**src/rtl/hcrf_pkg.sv**
```systemverilog
package hcrf_pkg;

	localparam int NUM_BINS  = 256;
	localparam int BIN_W     = 8;
	localparam int CLIP_W    = 15;
	localparam int CLIP_FULL = 25600;
	localparam int SCALE_Q   = 51200;
	localparam int SCALE_W   = 16;

	// One queued pixel word between the front and the back.
	typedef struct packed {
		logic [BIN_W-1:0] gray;
		logic             last;
	} pix_word_t;

	// Back-end control states.
	typedef enum logic [2:0] {
		ST_CLEAR,
		ST_IDLE,
		ST_RMW,
		ST_MUL,
		ST_SCAN,
		ST_OUT
	} back_state_t;

	// One result word.
	typedef struct packed {
		logic [BIN_W-1:0] low_gray;
		logic [BIN_W-1:0] high_gray;
		logic             high_cut_underflow;
	} result_t;

endpackage

```
**src/rtl/hcrf_fifo.sv**
```systemverilog
// Short queue of pixel words between the front and the back.
module hcrf_fifo #(
	parameter int DEPTH_LOG2 = 2
) (
	input  logic                clk,
	input  logic                arst_n,
	input  logic                push,
	input  hcrf_pkg::pix_word_t push_word,
	output logic                full,
	input  logic                pop,
	output hcrf_pkg::pix_word_t pop_word,
	output logic                empty
);
	localparam int DEPTH = 1 << DEPTH_LOG2;

	hcrf_pkg::pix_word_t     mem_q [DEPTH];
	logic [DEPTH_LOG2-1:0]   wr_q;
	logic [DEPTH_LOG2-1:0]   rd_q;
	logic [DEPTH_LOG2:0]     cnt_q;

	assign full     = cnt_q == (DEPTH_LOG2+1)'(DEPTH);
	assign empty    = cnt_q == '0;
	assign pop_word = mem_q[rd_q];

	// Storage is written without reset.
	always_ff @(posedge clk) begin
		if (push) mem_q[wr_q] <= push_word;
	end

	// Pointers and fill count.
	always_ff @(posedge clk or negedge arst_n) begin
		if (!arst_n) begin
			wr_q  <= '0;
			rd_q  <= '0;
			cnt_q <= '0;
		end else begin
			if (push) wr_q <= wr_q + 1'b1;
			if (pop) rd_q <= rd_q + 1'b1;
			cnt_q <= cnt_q + (DEPTH_LOG2+1)'(push) - (DEPTH_LOG2+1)'(pop);
		end
	end
endmodule

```
**config.mk**
```make
export PLATFORM = sky130hd
export DESIGN_NAME = hcrf_fifo
export DESIGN_NICKNAME = d
export VERILOG_FILES = /design/src/rtl/hcrf_pkg.sv /design/src/rtl/hcrf_fifo.sv
export SDC_FILE = /design/constraint.sdc
export NUM_CORES = 1
export LEC_CHECK = 0
export BUFFER_PORTS_ARGS = -buffer_cell sky130_fd_sc_hd__buf_2
export CORE_AREA = 2 2 68 70
export DETAILED_ROUTE_END_ITERATION = 12
export DIE_AREA = 0 0 70 72
export GPL_TIMING_DRIVEN = 0
export MAX_ROUTING_LAYER = met4
export SLEW_MARGIN = 20
export SYNTH_ARGS = -nofsm -noshare
export SYNTH_HDL_FRONTEND = slang
export SYNTH_SLANG_ARGS = --single-unit
```
**constraint.sdc**
```tcl
create_clock -name clk -period 4.6 [get_ports clk]
set_input_delay 0.92 -clock clk [delete_from_list [all_inputs] [get_ports clk]]
set_output_delay 0.92 -clock clk [all_outputs]
set_load 0.01 [all_outputs]
```
==> flow_summary.json <==
{
  "outcome": "complete, no violations",
  "rsz0062_at_grt": "no",
  "clk_pin_slew_ps": 80,
  "ant_nets": 0,
  "die_w_um": 70,
  "drv_slew": 0,
  "grt_use_total_pct": 11.9,
  "gp_congestion": 0.725,
  "wl_met2_um": 1380,
  "ys_types": 16,
  "cts_tree": "done",
  "cap_violations": 0,
  "ir_worst_vdd_v": 0.000212,
  "avgSynthCellArea_um2": 20.9,
  "die_y_um": 72,
  "wl_met1_um": 1040,
  "cts_sinks": 43,
  "grt-ovfl-total": 0,
  "ioPinCount": 24,
  "critPathKind": "reg2out",
  "dp_cells": 156,
  "io_buffers": 23,
  "hp-class": "in2async",
  "switchingPower_w": 0.000348,
  "end_kind": "output pin",
  "cp.required_ps": 3680,
  "met3_length_um": 99,
  "p_sw_share_pct": 29.6,
  "initial_core_util_pct": 39.6,
  "final-setup-viol-count": 0,
  "antenna_cells": 0,
  "start_kind": "flip-flop",
  "p_leak_nw": 0.747,
  "cp_data_arrival_time_ps": 1530,
  "syn2layout_area_growth_pct": 16.1,
  "tns_ps": 0,
  "cp-startpoint": "rd_q[0]",
  "viasPerCell": 4.85,
  "critical_path.max_fanout": 10,
  "grt_pass1_vias": 832,
  "drive_above_1_share_pct": 35.7,
  "numCtsBuffers": 5,
  "antenna_found_initial": 0,
  "core_um2": 4260,
  "dp_hpwl_um": 1730,
  "syn_nets": 101,
  "post_cts_resized": 0,
  "drt_first_pass_iters": 4,
  "slew_headroom_pct": 64.5,
  "design_area_um2": 1960,
  "topRoutingLayerUsed": "met4",
  "p_per_area_nw_per_um2": 600,
  "clock-root-buffer": "clkbuf_8",
  "syn_area_um2": 1690,
  "period_share_pct": 53.4,
  "fin_cells": 164,
  "rows": 24,
  "reg2reg_from": "cnt_q[0]",
  "clkPwrFrac_pct": 20.2,
  "placed_cell_area_um2": 1870,
  "grt_max_degree": 14,
  "drc": 0,
  "synth_seq_cells": 43,
  "drt_wl_total_um": 2590,
  "vias": 796,
  "wl_per_cell_um": 15.8,
  "min_period_ps": 2450,
  "nNetsFinal": 131,
  "yosysSeqAreaShare_pct": 74.4,
  "seqPwrFrac_pct": 47.2,
  "finalHoldViolCount": 0,
  "cts_hold_buf": 0,
  "pwr-share-comb_pct": 32.7,
  "fmax_ghz": 0.407,
  "clkLatencyLatePin_ps": 290,
  "synth_warnings": 0,
  "regArea_um2": 1260,
  "fillCellCount": 399,
  "p_int_w": 0.000828,
  "worst_clock_skew_ps": 3.12,
  "clockBufferDepth": 2,
  "post_cts_buffers": 0,
  "syn_inst": 81,
  "multi_input_area_um2": 394,
  "htreeDepth": 2,
  "grt_pass1_wl_um": 4020,
  "drt_iter0_markers": 56,
  "die-area_um2": 5040,
  "tightest_slew_ps": 532
}
[sequential cells by signal (all words and copies together), names as in the netlist]
register and flops:
rd_q 2, wr_q 2, mem_q 36, cnt_q 3
[cell usage in the layout, fill, tap and decap left out, drive strengths merged]
| master | instances |
|---|---|
| inv | 6 |
| dfrtp | 7 |
| and3 | 1 |
| xnor2 | 3 |
| fa | 1 |
| clkinv | 1 |
| nor3 | 1 |
| edfxtp | 36 |
| buf | 25 |
| clkbuf | 7 |
| o21ai | 1 |
| mux4 | 9 |
| xor2 | 2 |
| and2 | 4 |
| ha | 6 |
| nand2 | 2 |
[metal layers]
| layer | track usage [%] | vias up |
|---|---|---|
| li1 | - | 366 |
| met1 | 11.6 | 406 |
| met5 | - | - |
| met4 | 7.05 | 0 |
| met3 | 4.17 | 6 |
| met2 | 20.5 | 18 |
[per-stage QoR]
stage	hold WS [ps]	power (W)	util, %	setup WS [ps]
final	452	0.00118	46.0	2150
after global routing	446	0.00125	46.0	2090
after CTS	447	0.00120	46.0	2120
after detailed placement	531	0.000959	43.8	2270
after global placement	524	0.000943	43.8	2310
after floorplan	491	0.000829	-	2470
[worst paths after layout]
path / endpoint / slack [ps] / cells after the start
max: pop_word[2] / 2150 / 3
min: cnt_q[2] / 450 / 1
max reg2reg: cnt_q[2] / 2950 / 7
min reg2reg: wr_q[0] / 530 / 1
max in group asynchronous: cnt_q[0] / 3990 / 1
min in group clk: wr_q[0] / 530 / 1
[power groups by stage]
stage,Clock [W],Sequential (W),Combinational [W]
finish,0.000237,0.000555,0.000384
CTS,0.000247,0.000556,0.000394
global route,0.000265,0.000564,0.000422
global placement,0,0.000560,0.000383
detailed placement,0,0.000564,0.000395
floorplan,0,0.000554,0.000275
[cell usage after synthesis]
master / number / area, µm²
nor3_1: 1 / 5.00
o21ai_0: 1 / 5.00
fa_1: 1 / 20.0
and2_1: 4 / 25.0
nand2_1: 2 / 7.51
xor2_1: 2 / 17.5
inv_1: 6 / 22.5
mux4_1: 1 / 26.3
edfxtp_1: 36 / 1080
ha_1: 6 / 75.1
dfrtp_1: 7 / 175
buf_6: 1 / 11.3
buf_2: 1 / 5.00
mux4_2: 8 / 180
xnor2_1: 3 / 26.3
and3_1: 1 / 6.26
[critical path: stages, from the launching register on]
cell     delay [ps]
dfrtp_1         370
buf_6           190
mux4_2          520
buf_2           160
[final cells by class]
class                      count  share of cell area, %
inverter                       6                   1.15
tap                           52                   3.32
clock buffer                   7                   4.40
multi-input combinational     30                   20.1
sequential                    43                   64.1
clock inverter                 1                  0.255
buffer                         2                  0.830
timing repair buffer          23                   5.87
[cell families (layout without fill, tap and decap cells)]
logic type,count (synthesis),after routing,share of synthesized area [%]
simple gates,8,8,2.59
fa+ha+maj,7,7,5.63
mux,9,9,12.2
compound gates,1,1,0.296
buf+inv,8,39,2.30
flops,43,43,74.4
xor+xnor,5,5,2.59
No activity file was read; power rests on OpenSTA's default activity.
